## config.mk

```make
export PLATFORM = sky130hd
export DESIGN_NAME = smm_slot_cell
export DESIGN_NICKNAME = d
export VERILOG_FILES = /design/src/hw/rtl/smm_pkg.sv /design/src/hw/rtl/smm_slot_cell.sv
export SDC_FILE = /design/constraint.sdc
export NUM_CORES = 1
export LEC_CHECK = 0
export BUFFER_PORTS_ARGS = -buffer_cell sky130_fd_sc_hd__buf_2
export CAP_MARGIN = 5
export CORE_UTILIZATION = 56
export CTS_CLUSTER_SIZE = 16
export DETAILED_ROUTE_END_ITERATION = 16
export PLACE_DENSITY_LB_ADDON = 0.25
export SLEW_MARGIN = 10
export SYNTH_ARGS = -nofsm -noshare
export SYNTH_HDL_FRONTEND = slang
export SYNTH_SLANG_ARGS = --single-unit
```

## constraint.sdc

```tcl
create_clock -name clk -period 14.81 [get_ports clk]
set_clock_uncertainty 0.1 [all_clocks]
set_input_delay 2.2215 -clock clk [delete_from_list [all_inputs] [get_ports clk]]
set_output_delay 2.2215 -clock clk [all_outputs]
set_load 0.01 [all_outputs]
```

## src/hw/rtl/smm_pkg.sv

```systemverilog
// ============================================================================
// smm_pkg
// Shared types and constants for the modulation matrix.
// ============================================================================
package smm_pkg;

    // Number of slot registers that the configuration port holds.
    localparam int MAX_SLOTS = 4;

    // Accumulator width: products are Q.26 and the worst-case sum of the
    // fixed routes and four slots stays well inside 34 signed bits.
    localparam int ACC_W   = 34;
    localparam int FRAC_W  = 13;
    localparam int OUT_W   = 24;
    localparam int DEST_N  = 4;

    localparam int OUT_MAX = 8388607;
    localparam int OUT_MIN = -8388608;

    // Fixed-route gains in units of 1/8192.
    localparam int K_ONE = 8192;
    localparam int K_005 = 410;
    localparam int K_010 = 819;
    localparam int K_025 = 2048;
    localparam int K_050 = 4096;
    localparam int ROUND_HALF = 4096;

    // Configuration register indexes.
    localparam logic [3:0] CFG_ROUTE_FIRST = 4'd0;
    localparam logic [3:0] CFG_DEPTH_FIRST = 4'd4;
    localparam logic [3:0] CFG_COUNT       = 4'd8;

    // Source codes. The last one selects a constant zero.
    localparam logic [2:0] SRC_VELOCITY   = 3'd0;
    localparam logic [2:0] SRC_PITCH_ENV  = 3'd1;
    localparam logic [2:0] SRC_FILTER_ENV = 3'd2;
    localparam logic [2:0] SRC_AMP_ENV    = 3'd3;
    localparam logic [2:0] SRC_LFO_FIRST  = 3'd4;
    localparam logic [2:0] SRC_LFO_SECOND = 3'd5;
    localparam logic [2:0] SRC_AFTERTOUCH = 3'd6;
    localparam logic [2:0] SRC_ZERO       = 3'd7;

    // Destination codes, which are also the accumulator lane numbers.
    localparam logic [1:0] DEST_PITCH  = 2'd0;
    localparam logic [1:0] DEST_CUTOFF = 2'd1;
    localparam logic [1:0] DEST_AMP    = 2'd2;
    localparam logic [1:0] DEST_PAN    = 2'd3;

    typedef struct packed {
        logic signed [15:0] note_velocity;
        logic signed [15:0] pitch_envelope;
        logic signed [15:0] filter_envelope;
        logic signed [15:0] amp_envelope;
        logic signed [15:0] lfo_first;
        logic signed [15:0] lfo_second;
        logic signed [15:0] after_touch;
    } smm_in_t;

    typedef struct packed {
        logic signed [OUT_W-1:0] pitch_amount;
        logic signed [OUT_W-1:0] cutoff_amount;
        logic signed [OUT_W-1:0] amp_amount;
        logic signed [OUT_W-1:0] pan_amount;
    } smm_out_t;

    typedef struct packed {
        logic       enable;
        logic [2:0] source;
        logic [1:0] dest;
    } smm_route_t;

    // What travels from one cell to the next: the sources and the four
    // running sums.
    typedef struct packed {
        smm_in_t                      src;
        logic [DEST_N-1:0][ACC_W-1:0] acc;
    } smm_stage_t;

    function automatic logic signed [15:0] src_select(smm_in_t s, logic [2:0] code);
        logic signed [15:0] v;
        v = '0;
        case (code)
            SRC_VELOCITY:   v = s.note_velocity;
            SRC_PITCH_ENV:  v = s.pitch_envelope;
            SRC_FILTER_ENV: v = s.filter_envelope;
            SRC_AMP_ENV:    v = s.amp_envelope;
            SRC_LFO_FIRST:  v = s.lfo_first;
            SRC_LFO_SECOND: v = s.lfo_second;
            SRC_AFTERTOUCH: v = s.after_touch;
            default:        v = '0;
        endcase
        return v;
    endfunction

endpackage

```

## src/hw/rtl/smm_slot_cell.sv

```systemverilog
// ============================================================================
// smm_slot_cell
// One user slot: adds source times depth onto the routed sum when enabled.
// ============================================================================
module smm_slot_cell
(
    input  logic                 clk,
    input  logic                 rst_n,
    input  smm_pkg::smm_route_t  route,
    input  logic signed [15:0]   depth,
    input  logic                 up_valid,
    output logic                 up_stall,
    input  smm_pkg::smm_stage_t  up_data,
    output logic                 down_valid,
    input  logic                 down_stall,
    output smm_pkg::smm_stage_t  down_data
);

    logic                valid_reg;
    smm_pkg::smm_stage_t data_reg;
    smm_pkg::smm_stage_t data_next;
    logic signed [15:0]  picked;
    logic signed [31:0]  product;

    assign picked  = smm_pkg::src_select(up_data.src, route.source);
    assign product = picked * depth;

    always_comb
    begin
        data_next = up_data;
        if (route.enable)
            data_next.acc[route.dest] = up_data.acc[route.dest]
                                      + smm_pkg::ACC_W'(product);
    end

    assign up_stall = valid_reg && down_stall;

    always_ff @(posedge clk or negedge rst_n)
    begin
        if (!rst_n)
            valid_reg <= 1'b0;
        else if (!up_stall)
            valid_reg <= up_valid;
    end

    always_ff @(posedge clk)
    begin
        if (!up_stall && up_valid)
            data_reg <= data_next;
    end

    assign down_valid = valid_reg;
    assign down_data  = data_reg;

endmodule

```

* Word-level counts from Yosys, hierarchy flattened
Cells that the tools add are included.
** Word-level totals
- Output and inout port bits :: 250
- Latch bits :: 0
- Bits in writable memories :: 0
- Input port bits :: 274
- ROM bits :: 0
- Memories kept :: 0
- Word-level logic and storage cells :: 34
- Register bits after elaboration :: 249
** Operators by class
- Multiplexer cells :: 7
- Order comparisons :: 2
- Bitwise operators :: 0
- Shifts and indexed selects :: 0
- Multipliers :: 1
- Add/subtract/negate cells :: 1
- Div/mod/pow operators :: 0
- Eq/ne operators :: 6
- Reductions and logical operators :: 5
** Operators with widths (number)
- $bwmux 136 :: 1
- $mux 136 :: 1
- $pmux 16 s7 :: 1
- $bmux 34 s2 :: 1
- $demux 34 s2 :: 1
- $mux 34 :: 2
- $add 34x34->34 :: 1
- $mul 16x16->32 :: 1
- $eq 3x3->1 const B :: 3
- $eq 3x2->1 const B :: 2
- $eq 3x1->1 const B :: 1
- $logic_and 1x1->1 :: 3
- $logic_not 3->1 :: 1
- $lt 2x3->1 const B :: 1
- $ge 2x1->1 const B :: 1
- $logic_not 1->1 :: 1

* Longest topological paths before layout
- Word-level depth :: 6
- Depth in mapped cells :: 43
- Depth with buffers taken out :: 39

* Worst setup path after synthesis
OpenSTA, ideal clock, no wires.
- Kind :: input port to flip-flop
- Start point :: input down_stall
- End point :: register data_reg, in the netlist down_data[0] (enable)
- Slack :: 0.509 ns
- Setup time :: 0.889 ns
- Stages :: 2
- Arrival :: 13.312 ns
- Cell sequence :: and2_1 > nor2b_1
** Between the ends
- Word-level cells in the longest chain between the ends :: 3
** Ends and longest elaborated chain
- start, declared :: RTL line smm_slot_cell.sv:15 : input logic down_stall,
- $logic_and 1x1->1 :: RTL line smm_slot_cell.sv:36 : assign up_stall = valid_reg && down_stall;
- $logic_not 1->1 :: RTL line smm_slot_cell.sv:48 : if (!up_stall && up_valid)
- $logic_and 1x1->1 :: RTL line smm_slot_cell.sv:48
- end signal, assigned :: RTL line smm_slot_cell.sv:49 : data_reg <= data_next;
- end, declared :: RTL line smm_slot_cell.sv:20 : smm_pkg::smm_stage_t data_reg;
No other way between the ends.
A chain may end at the register's enable or synchronous reset.

==> impl_results.md <==
* Status: finished, final reports clean
* Most common library cell in the layout ignoring fill and taps: buf_2
* Slew Viols, Final at 0
* Register area at 7470 µm²
* Commonest cells after routing, fill and taps aside: buf_2, inv_1, fa_1
* Critical Path AT at 12.37 ns
* Fillcell total at about 3000
* Final hold viol count at 0
* Synth unique cells at around 70
* Class of the most critical setup path: primary input to register
* DRT antenna net count at 0
* Simple-gate portion of the synthesized area at a little under an eighth
* Total global routing overflow at 0
* DIE AREA at 40600 µm²
* Count of buffers added by post-CTS timing repair for setup at 0
* Synth Area in Adders at approximately 30%
* Required time of the critical path at between 15 and 20 ns
* Aggregate global-route resource usage at about a third
* Number of buffers added by the clock tree synthesis step at 27
* Largest driver fanout on the critical path at 39
* Xor and xnor fraction of the mapped netlist area at around 2.3%
* Clock tree buffer depth at 3
* Compound-gate portion of the synthesized area at roughly 9.7%
* Proportion of synthesized area in mux cells at roughly 6.0%
* Global-route wire length before repair at ~100000 µm
* Drt drc at 0
* Transition at the pin with the smallest max-transition slack at 1.16 ns
* Cell with the biggest individual delay on the critical path: nor2b_1
* Top FF cell, synth: edfxtp_1
* Slew headroom at around 23%
* Starting utilization of the core area at ~57%
* Avg WL per Cell at about 22 µm
* Number of input and output port buffers inserted at 523
* Share of layout cells above drive strength 1 at between 20 and 30%
* Number of resized instances in the post-cts repair step at 0
* Die height at just over 200 µm
* Number of setup violations in the final report at 0
* Via/cell ratio at around 5.8
* Overall routed net length at between 60000 and 70000 µm
* Largest net degree at the start of global routing at between 150 and 200
* Area of the mapped netlist at roughly 22000 µm²
* I/O Pins at ~520
* Reported max-cap violation count at 0
* Number of global-route vias before repair at roughly 18000
* Placed instance count at about 3000
* CP startpoint: route[3]
* Min-Delay Path Class: register to register
* Placed cell areas at ~25000 µm²
* Count of vias placed by the detailed router at between 15000 and 20000
* Achievable Freq at slightly above 0.08 GHz
* Syn avg cell area at 10.9 µm²
* 1st-iter DRT viols at approximately 1300
* Source of the worst register-to-register timing path: down_valid$_DFFE_PN0N_
* Unrepaired setup endpoints after global routing: false
* Register area share after synthesis at 33.5%
* Final std cells w/o fill at between 3000 and 4000
* Number of flip-flops and latches in the synthesized netlist at 249
* Final min period at between 10 and 15 ns
* CTS Hold Buffers Added at 0
* Fin nets at 3174
* Root Driver: clkbuf_16
* Final non-filler cell area at 26300 µm²
* X dimension of the die at roughly 200 µm
* Sinks on Clock Net at about 250
* CTS H-tree lvls at 1
* Cells after Synth at 2040
* Source of the worst hold timing path: down_valid$_DFFE_PN0N_
* Crit start category: primary input
* Area added between synthesis and finish at 18.1%
* Dominant combinational cell family by area after synthesis: adder cells
* Ys async rst share at less than 1%
* Clock tree from TritonCTS: done
* Worst setup EP type: register
* Cell repeated most along the worst path: fa_1
* Syn nets at roughly 2700
* # rows at 72
* Source-to-sink clock delay at the later pin of the worst-skew pair at roughly 0.58 ns
* Core area at slightly below 40000 µm²
* Post-detailed-placement half-perimeter wirelength at about 54000 µm
* First-pass detailed-route iteration total at 6
* Number of antenna violations at the first check in global routing at 23
* Clock-pin slew on the worst setup and hold paths at about 0.06 ns
* Multi-input combinational cell area at 13300 µm²
* Final critical-path share of the clock period at between 80% and 90%
* Slowest stage delay, CP at between 0.7 and 0.8 ns
* Warning count from the yosys run at 0
* Final weighted congestion of routability-driven global placement at roughly 0.96
* Total Negative Setup Slacks at 0 ns
* Post-synth EDFFs at about 250
* Fin util at about 68%
-- state kept, by name, summed over array words and instances (netlist names) --
name / flops
down_valid: 1
down_data: 248
-- worst max-delay path, delay by kind of cell --
kind / cells / cell delay (ns)
AO/OA/AOI/OAI: 18 / 3.67
XOR/XNOR: 1 / 0.15
adder cells (fa/ha/maj): 8 / 3.47
buffers and inverters: 5 / 0.90
multiplexers: 1 / 0.43
AND/OR/NAND/NOR: 4 / 1.50
-- layout make-up --
cell class / count / share of cell area, %
clock buffer: 32 / 2.64
tap: 518 / 2.46
sequential: 249 / 28.4
multi-input combinational: 1394 / 50.6
antenna: 20 / 0.190
timing repair buffer: 538 / 10.4
clock inverter: 18 / 0.846
inverter: 314 / 4.48
-- cell families after synthesis --
| group | count (synthesis) |
|---|---|
| simple gates | 540 |
| buf+inv | 397 |
| fa+ha+maj | 376 |
| compound gates | 340 |
| flops | 249 |
| mux | 79 |
| xor+xnor | 59 |
-- routing by layer --
metal / vias up / global-route usage, % / wire length (µm)
met5: - / 0 / 26
met4: 4 / 15.6 / 2980
met3: 168 / 6.43 / 5780
met2: 952 / 58.7 / 35300
met1: 8792 / 40.4 / 23700
li1: 7819 / - / -
-- per-stage QoR --
step	setup WS (ns)	hold WS (ns)
finish	2.67	0.761
detailed placement	2.21	0.800
floorplan	0.509	0.630
CTS	2.77	0.815
global route	1.93	0.822
global placement	2.55	0.830
-- final timing paths --
check / endpoint / slack [ns] / cells after the start
min in group asynchronous: down_valid$_DFFE_PN0N_ / 1.30 / 1
max in group asynchronous: down_valid$_DFFE_PN0N_ / 13.22 / 1
max reg2reg: down_data[62]$_DFFE_PP_ / 11.85 / 4
min reg2reg: down_valid$_DFFE_PN0N_ / 0.76 / 2
min: down_valid$_DFFE_PN0N_ / 0.76 / 2
max: down_data[64]$_DFFE_PP_ / 2.67 / 37
-- cell usage after synthesis (all sizes together) (15+ instances only) --
cell type	n	area share (%)
a21o	30	1.0
a21oi	45	1.0
and2	105	2.9
clkbuf	72	1.2
edfxtp	248	33
fa	263	24
ha	113	6.3
inv	314	5.3
mux2i	25	1.1
mux4	42	4.2
nand2	260	4.4
nand2b	23	0.65
nor2	43	0.72
nor2b	44	1.2
o21ai	160	3.6
o31ai	15	0.53
xnor2	41	1.6
xor2	18	0.71
Power is left out: the tool's default activity adds up to more than one toggle a clock period on the data nets, which glitch-free logic cannot reach.
