<file path="src/hw/rtl/smm_pkg.sv">
// ============================================================================
// smm_pkg
// Shared types and constants for the modulation matrix.
// ============================================================================
package smm_pkg;

    // Number of slot registers that the configuration port holds.
    localparam int MAX_SLOTS = 4;

    // Accumulator width: products are Q.26 and the worst-case sum of the
    // fixed routes and four slots stays well inside 34 signed bits.
    localparam int ACC_W   = 34;
    localparam int FRAC_W  = 13;
    localparam int OUT_W   = 24;
    localparam int DEST_N  = 4;

    localparam int OUT_MAX = 8388607;
    localparam int OUT_MIN = -8388608;

    // Fixed-route gains in units of 1/8192.
    localparam int K_ONE = 8192;
    localparam int K_005 = 410;
    localparam int K_010 = 819;
    localparam int K_025 = 2048;
    localparam int K_050 = 4096;
    localparam int ROUND_HALF = 4096;

    // Configuration register indexes.
    localparam logic [3:0] CFG_ROUTE_FIRST = 4'd0;
    localparam logic [3:0] CFG_DEPTH_FIRST = 4'd4;
    localparam logic [3:0] CFG_COUNT       = 4'd8;

    // Source codes. The last one selects a constant zero.
    localparam logic [2:0] SRC_VELOCITY   = 3'd0;
    localparam logic [2:0] SRC_PITCH_ENV  = 3'd1;
    localparam logic [2:0] SRC_FILTER_ENV = 3'd2;
    localparam logic [2:0] SRC_AMP_ENV    = 3'd3;
    localparam logic [2:0] SRC_LFO_FIRST  = 3'd4;
    localparam logic [2:0] SRC_LFO_SECOND = 3'd5;
    localparam logic [2:0] SRC_AFTERTOUCH = 3'd6;
    localparam logic [2:0] SRC_ZERO       = 3'd7;

    // Destination codes, which are also the accumulator lane numbers.
    localparam logic [1:0] DEST_PITCH  = 2'd0;
    localparam logic [1:0] DEST_CUTOFF = 2'd1;
    localparam logic [1:0] DEST_AMP    = 2'd2;
    localparam logic [1:0] DEST_PAN    = 2'd3;

    typedef struct packed {
        logic signed [15:0] note_velocity;
        logic signed [15:0] pitch_envelope;
        logic signed [15:0] filter_envelope;
        logic signed [15:0] amp_envelope;
        logic signed [15:0] lfo_first;
        logic signed [15:0] lfo_second;
        logic signed [15:0] after_touch;
    } smm_in_t;

    typedef struct packed {
        logic signed [OUT_W-1:0] pitch_amount;
        logic signed [OUT_W-1:0] cutoff_amount;
        logic signed [OUT_W-1:0] amp_amount;
        logic signed [OUT_W-1:0] pan_amount;
    } smm_out_t;

    typedef struct packed {
        logic       enable;
        logic [2:0] source;
        logic [1:0] dest;
    } smm_route_t;

    // What travels from one cell to the next: the sources and the four
    // running sums.
    typedef struct packed {
        smm_in_t                      src;
        logic [DEST_N-1:0][ACC_W-1:0] acc;
    } smm_stage_t;

    function automatic logic signed [15:0] src_select(smm_in_t s, logic [2:0] code);
        logic signed [15:0] v;
        v = '0;
        case (code)
            SRC_VELOCITY:   v = s.note_velocity;
            SRC_PITCH_ENV:  v = s.pitch_envelope;
            SRC_FILTER_ENV: v = s.filter_envelope;
            SRC_AMP_ENV:    v = s.amp_envelope;
            SRC_LFO_FIRST:  v = s.lfo_first;
            SRC_LFO_SECOND: v = s.lfo_second;
            SRC_AFTERTOUCH: v = s.after_touch;
            default:        v = '0;
        endcase
        return v;
    endfunction

endpackage

</file>
<file path="src/hw/rtl/smm_output_stage.sv">
// ============================================================================
// smm_output_stage
// Tail of the chain: rounds each sum to Q.13, saturates and holds the result.
// ============================================================================
module smm_output_stage
(
    input  logic                clk,
    input  logic                rst_n,
    input  logic                up_valid,
    output logic                up_stall,
    input  smm_pkg::smm_stage_t up_data,
    output logic                down_valid,
    input  logic                down_stall,
    output smm_pkg::smm_out_t   down_data
);

    logic                                         valid_reg;
    smm_pkg::smm_out_t                            data_reg;
    logic [smm_pkg::DEST_N-1:0][smm_pkg::OUT_W-1:0] lane_out;

    // Round to nearest with ties upward, then clip to 24 signed bits.
    always_comb
    begin
        for (int i = 0; i < smm_pkg::DEST_N; i++)
        begin
            logic signed [smm_pkg::ACC_W-1:0] rounded;
            logic signed [smm_pkg::ACC_W-1:0] scaled;
            rounded = $signed(up_data.acc[i]) + smm_pkg::ACC_W'(smm_pkg::ROUND_HALF);
            scaled  = rounded >>> smm_pkg::FRAC_W;
            if (scaled > smm_pkg::ACC_W'(smm_pkg::OUT_MAX))
                lane_out[i] = smm_pkg::OUT_W'(smm_pkg::OUT_MAX);
            else if (scaled < smm_pkg::ACC_W'(smm_pkg::OUT_MIN))
                lane_out[i] = smm_pkg::OUT_W'(smm_pkg::OUT_MIN);
            else
                lane_out[i] = scaled[smm_pkg::OUT_W-1:0];
        end
    end

    assign up_stall = valid_reg && down_stall;

    always_ff @(posedge clk or negedge rst_n)
    begin
        if (!rst_n)
            valid_reg <= 1'b0;
        else if (!up_stall)
            valid_reg <= up_valid;
    end

    always_ff @(posedge clk)
    begin
        if (!up_stall && up_valid)
        begin
            data_reg.pitch_amount  <= lane_out[smm_pkg::DEST_PITCH];
            data_reg.cutoff_amount <= lane_out[smm_pkg::DEST_CUTOFF];
            data_reg.amp_amount    <= lane_out[smm_pkg::DEST_AMP];
            data_reg.pan_amount    <= lane_out[smm_pkg::DEST_PAN];
        end
    end

    assign down_valid = valid_reg;
    assign down_data  = data_reg;

endmodule

</file>
<file path="config.mk">
export PLATFORM = sky130hd
export DESIGN_NAME = smm_output_stage
export DESIGN_NICKNAME = d
export VERILOG_FILES = /design/src/hw/rtl/smm_pkg.sv /design/src/hw/rtl/smm_output_stage.sv
export SDC_FILE = /design/constraint.sdc
export NUM_CORES = 1
export LEC_CHECK = 0
export BUFFER_PORTS_ARGS = -buffer_cell sky130_fd_sc_hd__buf_2
export CORE_AREA = 2 2 134 136
export DETAILED_ROUTE_END_ITERATION = 6
export DIE_AREA = 0 0 136 138
export HOLD_SLACK_MARGIN = 0.02
export PLACE_DENSITY_LB_ADDON = 0.1
export REMOVE_ABC_BUFFERS = 1
export SYNTH_ARGS = -nofsm -noshare
export SYNTH_HDL_FRONTEND = slang
export SYNTH_SLANG_ARGS = --single-unit
</file>
<file path="constraint.sdc">
create_clock -name clk -period 4.55 [get_ports clk]
set_input_delay 0.91 -clock clk [delete_from_list [all_inputs] [get_ports clk]]
set_output_delay 0.91 -clock clk [all_outputs]
set_load 0.1 [all_outputs]
</file>
# Word level (Yosys, flattened, before mapping)
# Cells that the tools add are included.
[totals]
wordCells = 24
n_memories = 0
ramBits = 0
rom_bits = 0
reg_bits = 97
latchBits = 0
output_inout_bits = 98
[op_classes]
addsub = 4
reduce_logical = 3
mux = 4
multipliers = 0
n_div = 0
n_eq_ne = 0
magnitude_cmp = 8
n_shift = 0
bitwise_logic = 0
[ops]
columns = ["op", "count"]
rows = [
  ["adder 34 x 14 -> 34 bit, second input constant", 4],
  ["> comparator 21 x 24 -> 1 bit, second input constant", 4],
  ["< comparator 21 x 24 -> 1 bit, second input constant", 4],
  ["2-to-1 mux 24 bit", 4],
  ["logical AND 1 bit", 2],
  ["logical NOT 1 bit", 1],
]

# Depth between registers and ports, before layout
# Gate-level depths: netlist (run 1).
[logic_depth]
depth_word = 3
ltp_mapped = 5
depth_no_buf = 5

# Worst setup path before layout (run 1)
# Ideal clock, no wire load.
[synth_timing]
path_kind = "reg-to-reg"
startpoint = "register valid_reg, in the netlist down_valid"
endpoint = "register data_reg, in the netlist down_data[0], enable pin"
stages_incl_launch_ff = 3
synth_period_minus_slack_ps = 5983
arrival_ps = 5439
setup_slack_ps = -1433
n_path_buf = 0
path_cell_list = "dfrtp_1 -> and2_1 -> nor2b_1"
[synth_via]
elab_chain_len = 3
[synth_rtl]
columns = ["item", "line_no", "text"]
rows = [
  ["start, declared", "smm_output_stage.sv:17", "logic valid_reg;"],
  ["start signal, assigned", "smm_output_stage.sv:46", "valid_reg <= up_valid;"],
  ["logical AND 1 bit", "smm_output_stage.sv:39", "assign up_stall = valid_reg && down_stall;"],
  ["named net up_stall", "smm_output_stage.sv:10", "output logic up_stall,"],
  ["logical NOT 1 bit", "smm_output_stage.sv:51", "if (!up_stall && up_valid)"],
  ["logical AND 1 bit", "smm_output_stage.sv:51", ""],
  ["end, declared", "smm_output_stage.sv:18", "smm_pkg::smm_out_t data_reg;"],
]
# The timed path passes the listed nets, and every way through them passes these cells.
# A chain may end at the register's enable or synchronous reset.

# Worst setup path in the final report (run 1)
[layout_timing]
startpoint = "input port down_stall"
endpoint = "output port up_stall"
[layout_via]
elab_chain_len = 1
[layout_rtl]
columns = ["item", "line_no", "text"]
rows = [
  ["start, declared", "smm_output_stage.sv:13", "input logic down_stall,"],
  ["logical AND 1 bit", "smm_output_stage.sv:39", ""],
  ["end, declared", "smm_output_stage.sv:10", ""],
]
# Every way passes these cells.

==> results.md, run 1 <==
- Die extent in y: 138 um
- Largest net degree at the start of global routing: 38
- Reg2reg end: down_data[94]
- Worst path required time: 3640 ps
- Setup repair after global routing missed its margin: false
- Vias in the first global route: approximately 3100
- # resized after CTS: 0
- Core Area: 17530 sq um
- Share of the synthesized area in the top cell type: 0.6134
- Syn avg cell area: between 10 and 15 sq um
- Setup bufs post-CTS: 0
- Post-Synth Adder-Cell Area: 0.01162
- Post-synth top area cell: edfxtp_1
- XOR/XNOR share of the synthesized area: 0.1708
- Hold buffers post-CTS: 0
- Drt pass-1 iters: 4
- Power Dens Cells: 385.9 nW/um^2
- Hold Crit Class: in2async
- Top_reg_cell synth: edfxtp_1
- Main combinational cell family by area after synthesis: simple AND/OR/NAND/NOR gates
- Yosys reg bits: a little under 90
- Number of distinct library cells after synthesis: 28
- Nets: slightly below 800
- WS Path Type: in2out
- Number of synthesized flops with an enable pin: just under 90
- Final hold viol count: 0
- Worst Path Arrival: 1640 ps
- Total chip power: 2.221 mW
- Layout Utilization: 0.3282
- Yosys warning count: 0
- Final wirelength: 11670 um
- Worst setup SP type: input port
- Relative slew slack: 0.5875
- Wire per inst: 15.54 um
- Number of I/O pins: 350
- Post-Syn Area: 4308 sq um
- Die Area: ~19000 sq um
- Simple logic cell fraction of the synthesized area: 0.1783
- Reg2Reg Depth: 3
- Port Buffers: roughly 190
- CTS Buf Count: 9
- Top cells by area, synth: edfxtp_1 61%, xnor2_1 11%, xor2_1 5.7%
- Root Buffer: clkbuf_16
- Row count: just under 50
- Mux share of post-synthesis cell area: 0
- Setup Skew: 5.516 ps
- CTS tree: done
- Max_cap viols: 0
- Starting DRT DRC Count: 182
- CP cell instances: buf_2 > and2_1 > buf_2
- First-pass GRT wire length: 17350 um
- LEAKAGE: 2.255 nW
- Hpwl dp: 9324 um
- Fin crit period: 2553 ps
- Drt drc: 0
- Synthesis-to-layout area growth: 33.58%
- Most common cell in the netlist: edfxtp_1
- Asr flop ratio synth: 0.01124
- ANT nets after route: 0
- Routed vias/inst: 4.289
- Gate Count Post-Synth: approximately 320
- Synth top cells by count: 88 x edfxtp_1, 56 x xnor2_1, 32 x nand3_1
- Slew @ Worst Pin: 613.2 ps
- Layout cells sized above 1: 0.4181
- Crit path top cell by count: buf_2
- Reg-to-reg startpoint: down_valid
- CP max-delay cell: buf_2
- Clock tree buffer depth: 2
- Antenna violations before repair: 9
- Seq/Total Area, Yosys: 0.6192
- Pins Over Slew Limit: 0
- Worst path max stage delay: 470 ps
- Total grt overflow: 0
- CTS H-tree depth: 3
- Crit-path max FO: 3
- Setup crit end kind: output port
- Clock Sinks: 89
- Clock-pin slew on the worst setup and hold paths: 60 ps
- DR vias: 3221
- GRT Util Overall: 0.1248
- Compound-Gate Fraction of Synth Area: 0
- GP Congestion: 0.7775
- Final setup violation count: 0
- Later-pin clock latency in the skew report: approximately 340 ps
- Max VDD drop: 0.1671 mV
- Final Cycle Share: 0.5610
- Fmax: a little under 400 MHz
- Status: completed
- Reg-to-reg slack, setup: 2610 ps
- DIE WIDTH: 136 um
- Starting density of the core: 0.2457
==> flip-flops by register name (all words and copies together) (netlist names) <==
signal      cells
down_valid      1
down_data      88
==> cell families (layout without fill, tap and decap cells) <==
group | Yosys count | after routing
XOR/XNOR | 84 | 84
AND/OR/NAND/NOR | 132 | 132
buffers and inverters | 15 | 210
flip-flops | 89 | 89
adder cells (fa/ha/maj) | 4 | 4
other | 0 | 3
==> critical path, delay by kind of cell <==
family        cells  cell delay, ps
buf+inv           2             540
simple gates      1             190
==> final cells by class <==
cell class / count / area (sq um)
Clock buffer: 14 / 244.0
Clock inverter: 2 / 15.01
Multi-Input combinational cell: 220 / 1562
Antenna cell: 3 / 7.507
Fill cell: 1848 / 11780
Tap cell: 229 / 286.5
Sequential cell: 89 / 2668
Inverter: 3 / 11.26
Timing Repair Buffer: 191 / 960.9
==> per-layer routing <==
metal	vias to the layer above	wire, um	GRT usage
met5	-	0	0
met4	0	338	0.05866
met3	26	1065	0.03960
met2	147	5342	0.1992
met1	1487	4928	0.1524
li1	1561	-	-
==> how the worst max path moves through the flow <==
stage                            from            end  slack (ps)  cells after the start
final                      down_stall       up_stall        2000                      3
after global routing       down_stall       up_stall        1960                      3
after CTS                  down_stall       up_stall        1990                      3
after detailed placement   down_stall  down_data[88]        1900                      4
after global placement    up_data[12]  down_data[87]        1890                      6
after floorplan            down_valid   down_data[0]       -1430                      2
==> per-stage QoR <==
stage / hold slack, ps / TNS, ps / instance area (sq um) / cells / setup WS (ps)
3_3_place_gp: 670.8 / 0 / 5488 / 732 / 1889
6_report: 334.1 / 0 / 5754 / 751 / 1997
3_5_place_dp: 689.5 / 0 / 5488 / 732 / 1902
4_1_cts: 314.7 / 0 / 5747 / 748 / 1986
2_1_floorplan: 614.4 / -126080 / 4233 / 312 / -1433
5_1_grt: 310.9 / 0 / 5749 / 749 / 1959
==> power breakdown <==
part           internal [mW]  switching [mW]  total (mW)
clock network          0.372           0.309       0.681
logic                 0.0954           0.472       0.567
registers              0.961          0.0124       0.973
total                   1.43           0.793        2.22
==> placed cells by master, fill, tap and decap left out, types with 5 or more instances in the layout <==
| cell | count |
|---|---|
| edfxtp_1 | 88 |
| nand3_1 | 32 |
| xnor2_1 | 56 |
| nor2_1 | 17 |
| clkbuf_1 | 5 |
| buf_2 | 189 |
| and4_1 | 5 |
| nor3_1 | 6 |
| nand2_1 | 26 |
| nand4_1 | 18 |
| xor2_1 | 28 |
| clkbuf_16 | 9 |
| and3_1 | 5 |
(Power assumes the default switching activity.)
==> run 2: changes to the inputs <==
- CORE_AREA: 2 2 134 136 -> 2 2 137 139
- DIE_AREA: 0 0 136 138 -> 0 0 139 141
- clock period: 4.55 -> 2.5 ns (I/O delays scaled with it)
==> results.md, run 2 (synthesis results as in run 1) <==
- CP max-delay cell: buf_2 (unchanged)
- CTS tree: done (unchanged)
- Setup repair after global routing missed its margin: false (unchanged)
- First-pass GRT wire length: 16720 um (was 17350 um)
- Wire per inst: 13.89 um (was 15.54 um)
- DR vias: 3145 (was 3221)
- Number of fillers in the final layout: 1918 (was 1848)
- GP Congestion: 0.7472 (was 0.7775)
- Largest net degree at the start of global routing: 89 (was 38)
- Hold Crit Class: in2reg (was in2async)
- DIE WIDTH: 139 um (was 136 um)
- Worst path required time: 2000 ps (was 3640 ps)
- Worst Hold Path Cells: 2
- Total chip power: 4.244 mW (was 2.221 mW)
- Worst Path Arrival: 1380 ps (was 1640 ps)
- Clock tree buffer depth: 2 (unchanged)
- Layout cells sized above 1: 0.4253 (was 0.4181)
- Number of I/O pins: 350 (unchanged)
- Power Dens Cells: 724.7 nW/um^2 (was 385.9 nW/um^2)
- Layout Utilization: 0.3205 (was 0.3282)
- Fin crit period: about 1900 ps
- Crit path max-delay family: buffers and inverters (unchanged)
- LEAKAGE: 2.306 nW (was 2.255 nW)
- Status: completed (unchanged)
- Setup crit end kind: output port (unchanged)
- ANT nets after route: 0 (unchanged)
- Most common cell after layout, fill and taps aside: buf_2 (unchanged)
- Clock Sinks: 89 (unchanged)
- Starting density of the core: 0.2358 (was 0.2457)
- Worst path max stage delay: 490 ps (was 470 ps)
- Starting DRT DRC Count: 93 (was 182)
- Row count: 50 (was 49)
- Relative slew slack: 0.6147 (was 0.5875)
- Final Cycle Share: 0.7517
- Fmax: 532.1 MHz
- CTS H-tree depth: 3 (unchanged)
- Later-pin clock latency in the skew report: 340 ps (about the same)
- Routed vias/inst: 4.138 (was 4.289)
- Bufs and invs on worst path: 1 (was 2)
- Core Area: 18270 sq um (was 17530 sq um)
- Worst setup SP type: flop (was input port)
- Setup Skew: 11.93 ps (was 5.516 ps)
- Drt pass-1 iters: 4 (unchanged)
- Clock-pin slew on the worst setup and hold paths: 70 ps (was 60 ps)
- Reg2Reg Depth: 3 (unchanged)
- Nets: 773 (was 770)
- Die extent in y: 141 um (was 138 um)
- # resized after CTS: 0 (unchanged)
- Max reg flops: 88 (unchanged)
- Drt drc: 0 (unchanged)
- CP cell instances: and2_1 > buf_2 (was buf_2 > and2_1 > buf_2)
- Final wirelength: 10560 um (was 11670 um)
- Worst Setup SP: down_valid (was down_stall)
- Antenna violations before repair: 7 (was 9)
- Pins Over Slew Limit: 0 (unchanged)
- Synthesis-to-layout area growth: 35.93% (was 33.58%)
- Max_cap viols: 0 (unchanged)
- Crit-path max FO: 3 (unchanged)
- Hold Crit Start: up_valid
- Final setup violation count: 0 (unchanged)
- Commonest non-fill, non-tap cells in the layout: 189 x buf_2, 88 x edfxtp_1, 56 x xnor2_1 (unchanged)
- Slew @ Worst Pin: 572.6 ps (was 613.2 ps)
- GRT Util Overall: 0.1109 (was 0.1248)
- Root Buffer: clkbuf_16 (unchanged)
- CTS Buf Count: 9 (unchanged)
- Vias in the first global route: 3262 (was 3146)
- Total grt overflow: 0 (unchanged)
- Final hold viol count: 0 (unchanged)
- WS Path Type: reg2out (was in2out)
- Reg-to-reg startpoint: down_valid (unchanged)
- Max VDD drop: 0.2972 mV (was 0.1671 mV)
- Hpwl dp: 8158 um (was 9324 um)
- Die Area: 19600 sq um (was 18770 sq um)
- Port Buffers: 189 (unchanged)
- Crit path depth: 2 (was 3)
[run 2: report_power, final]
group          internal, mW  leakage (nW)  total [mW]  switching [mW]
registers              1.75         0.849        1.77          0.0197
clock network         0.879         0.150        1.45           0.567
logic                 0.177          1.31        1.03           0.854
[run 2: metrics by stage]
stage | setup TNS, ps | std cells | instance area [sq um] | worst slack [ps] | hold slack, ps
detailed placement | 0 | 739 | 5522 | 419.7 | 275.6
floorplan | -307860 | 312 | 4233 | -3483 | 204.4
finish | 0 | 760 | 5856 | 620.6 | 371.0
global placement | 0 | 739 | 5522 | 427.7 | 274.7
global route | 0 | 757 | 5848 | 553.2 | 375.1
CTS | 0 | 756 | 5846 | 602.4 | 349.1
[run 2: repair_timing]
item / CTS / global route
setup buffers: 0 / 0
hold endpoints to repair: 1 / 0
hold buffers: 1 / 0
[run 2: final timing paths]
kind,endpoint,slack [ps]
max,up_stall,620
max in group asynchronous,down_valid,1960
min,down_valid,370
min reg2reg,down_valid,710
min in group asynchronous,down_valid,460
max reg2reg,down_data[55],960
[run 2: per-layer routing]
| layer | up-vias | part of all wire | global-route usage |
|---|---|---|---|
| met5 | - | 0.0036 | 0 |
| met4 | 6 | 0.029 | 0.05795 |
| met3 | 26 | 0.11 | 0.05503 |
| met2 | 119 | 0.44 | 0.1672 |
| met1 | 1418 | 0.42 | 0.1304 |
| li1 | 1576 | - | - |
[run 2: final cells by class]
cell class | instances | area (sq um) | area share
Clock buffer | 11 | 232.7 | 0.03974
Tap cell | 234 | 292.8 | 0.05000
Clock inverter | 5 | 81.33 | 0.01389
Multi-Input combinational cell | 220 | 1562 | 0.2667
Antenna cell | 4 | 10.01 | 0.001709
Inverter | 3 | 11.26 | 0.001923
Sequential cell | 89 | 2668 | 0.4556
Timing Repair Buffer | 194 | 998.5 | 0.1705
==> run 3: changes to the inputs <==
- ABC_AREA: unset -> 1
- CORE_AREA: 2 2 137 139 -> 2 2 134 136
- DIE_AREA: 0 0 139 141 -> 0 0 136 138
- clock period: 2.5 -> 1.8 ns (I/O delays scaled with it)
==> results.md, run 3 <==
- Status: completed (unchanged)
- Routed vias/inst: 4.242 (was 4.138)
- Top_reg_cell synth: edfxtp_1 (unchanged)
- Die Area: 18770 sq um (was 19600 sq um)
- Hpwl dp: 10100 um (was 8158 um)
- Wire per inst: 12.70 um (was 13.89 um)
- Pins Over Slew Limit: 0 (unchanged)
- Crit path depth: 1 (was 2)
- Number of synthesized flops with an enable pin: 88 (unchanged)
- Row count: 49 (was 50)
- Relative slew slack: 0.6533 (was 0.6147)
- Seq/Total Area, Yosys: 0.5302 (was 0.6192)
- Fmax: 665.8 MHz
- Most common cell in the netlist: nand2_1 (was edfxtp_1)
- DR vias: 4178 (was 3145)
- Core Area: 17530 sq um (was 18270 sq um)
- Drt drc: 0 (unchanged)
- Syn avg cell area: 9.000 sq um (was 13.30 sq um)
- GP Congestion: 0.8238 (was 0.7472)
- Max_cap viols: 0 (unchanged)
- Fin crit period: 1502 ps
- Top cells by area, synth: edfxtp_1 53%, nand2_1 13%, xor2_1 5.7% (was edfxtp_1 61%, xnor2_1 11%, xor2_1 5.7%)
- Setup repair after global routing missed its margin: false (unchanged)
- Clock-pin slew on the worst setup and hold paths: 60 ps (was 70 ps)
- Slew @ Worst Pin: 523.6 ps (was 572.6 ps)
- Final Cycle Share: 0.8344
- Bufs and invs on worst path: 1 (unchanged)
- Nets: 1007 (was 773)
- Number of distinct library cells after synthesis: 19 (was 28)
- Hold Crit Class: in2reg (unchanged)
- Starting DRT DRC Count: 170 (was 93)
- Gate Count Post-Synth: 559 (was 324)
- CP cell instances: buf_2 (was and2_1 > buf_2)
- Worst setup SP type: flop (unchanged)
- Worst path max stage delay: 440 ps (was 490 ps)
- Number of I/O pins: 350 (unchanged)
- CTS Buf Count: 9 (unchanged)
- Yosys warning count: 0 (unchanged)
- Layout cells sized above 1: 0.3267 (was 0.4253)
- Layout Utilization: 0.3769 (was 0.3205)
- Crit-path max FO: 3 (unchanged)
- Clock tree buffer depth: 2 (unchanged)
- Final wirelength: 12510 um (was 10560 um)
- Reg-to-reg slack, setup: 400 ps (was 960 ps)
- Most common cell after layout, fill and taps aside: buf_2 (unchanged)
- Fin cells: 985 (was 760)
- Total chip power: 6.180 mW (was 4.244 mW)
- Synth top cells by count: 168 x nand2_1, 88 x edfxtp_1, 70 x nor2_1 (was 88 x edfxtp_1, 56 x xnor2_1, 32 x nand3_1)
- Starting density of the core: 0.2869 (was 0.2358)
- Vias in the first global route: 4094 (was 3262)
- Final hold viol count: 0 (unchanged)
- Worst path required time: 1440 ps (was 2000 ps)
- Worst Hold Path Cells: 3 (was 2)
- Post-Syn Area: 5031 sq um (was 4308 sq um)
- WS Path Type: reg2out (unchanged)
- Post-synth top area cell: edfxtp_1 (unchanged)
- Reg2Reg Depth: 4 (was 3)
- CTS tree: done (unchanged)
- Die extent in y: 138 um (was 141 um)
- Asr flop ratio synth: 0.01124 (unchanged)
- Setup crit end kind: output port (unchanged)
- Number of fillers in the final layout: 1891 (was 1918)
- GRT Util Overall: 0.1355 (was 0.1109)
- Inserted Diodes: 0 (was 4)
- Yosys reg bits: 89 (unchanged)
- Largest net degree at the start of global routing: 52 (was 89)
- LEAKAGE: 2.933 nW (was 2.306 nW)
- Max VDD drop: 0.3813 mV (was 0.2972 mV)
- Drt pass-1 iters: 4 (unchanged)
- Later-pin clock latency in the skew report: 340 ps (about the same)
- ANT nets after route: 0 (unchanged)
- Port Buffers: 189 (unchanged)
- DIE WIDTH: 136 um (was 139 um)
- Final setup violation count: 0 (unchanged)
- Power Dens Cells: 935.1 nW/um^2 (was 724.7 nW/um^2)
- Post-route cell area: 6609 sq um (was 5856 sq um)
- Share of the synthesized area in the top cell type: 0.5252 (was 0.6134)
- Setup Skew: 10.65 ps (was 11.93 ps)
- # resized after CTS: 0 (unchanged)
- Root Buffer: clkbuf_16 (unchanged)
- Worst Path Arrival: 1140 ps (was 1380 ps)
- Dpl cells: 968 (was 739)
- CP max-delay cell: buf_2 (unchanged)
- CTS H-tree depth: 3 (unchanged)
- Synthesis-to-layout area growth: 31.36% (was 35.93%)
- Max reg flops: 88 (unchanged)
- Clock Sinks: 89 (unchanged)
- First-pass GRT wire length: 20130 um (was 16720 um)
- Crit path max-delay family: buffers and inverters (unchanged)
- Commonest non-fill, non-tap cells in the layout: 188 x buf_2, 168 x nand2_1, 88 x edfxtp_1 (was 189 x buf_2, 88 x edfxtp_1, 56 x xnor2_1)
- Dpl cell area: 6259 sq um (was 5522 sq um)
- Total grt overflow: 0 (unchanged)
- Antenna violations before repair: 0 (was 7)
[run 3: worst paths after layout]
check / startpoint / end
max in group asynchronous: rst_n / down_valid
max reg2reg: down_valid / down_data[46]
min in group asynchronous: rst_n / down_valid
max: down_data[22] / down_data[22]
min: down_stall / down_valid
min reg2reg: down_valid / down_valid
[run 3: where the power goes]
group | switching (mW) | leakage, nW | internal [mW]
logic | 1.28 | 1.92 | 0.272
clock network | 0.776 | 0.164 | 1.40
registers | 0.0299 | 0.849 | 2.43
[run 3: layout make-up]
cell class / instances / area, sq um / share of cell area
timing repair buffer: 193 / 1018 / 0.1541
clock buffer: 13 / 250.2 / 0.03786
tap: 229 / 286.5 / 0.04335
sequential: 89 / 2668 / 0.4036
multi-input combinational: 385 / 2022 / 0.3059
clock inverter: 3 / 90.09 / 0.01363
inverter: 73 / 274.0 / 0.04146
[run 3: kinds of logic (layout without fill, tap and decap cells)]
group,count (synthesis),after routing,share of synthesized area
AND/OR/NAND/NOR,325,325,0.2930
flip-flops,89,89,0.5302
buffers and inverters,85,282,0.06938
XOR/XNOR,56,56,0.09749
adder cells (fa/ha/maj),4,4,0.009948
[run 3: routing by layer]
metal | up-vias | part of all wire | routed length [um] | GRT usage
met5 | - | 0 | 0 | 0
met4 | 0 | 0.016 | 197 | 0.04770
met3 | 12 | 0.072 | 899 | 0.03410
met2 | 147 | 0.45 | 5583 | 0.2134
met1 | 1868 | 0.47 | 5833 | 0.1804
li1 | 2151 | - | - | -
[run 3: what timing repair did]
action,in CTS,in global routing
setup buffers,0,0
endpoints found under the hold margin,1,0
hold buffers,1,0
[run 3: per-stage QoR]
stage	TNS (ps)	hold slack (ps)	setup slack, ps
after floorplan	-352880	64.41	-3915
after global placement	0	135.4	134.6
after detailed placement	0	137.9	106.7
after CTS	0	222.1	252.4
after global routing	0	247.6	221.6
final	0	239.9	298.1
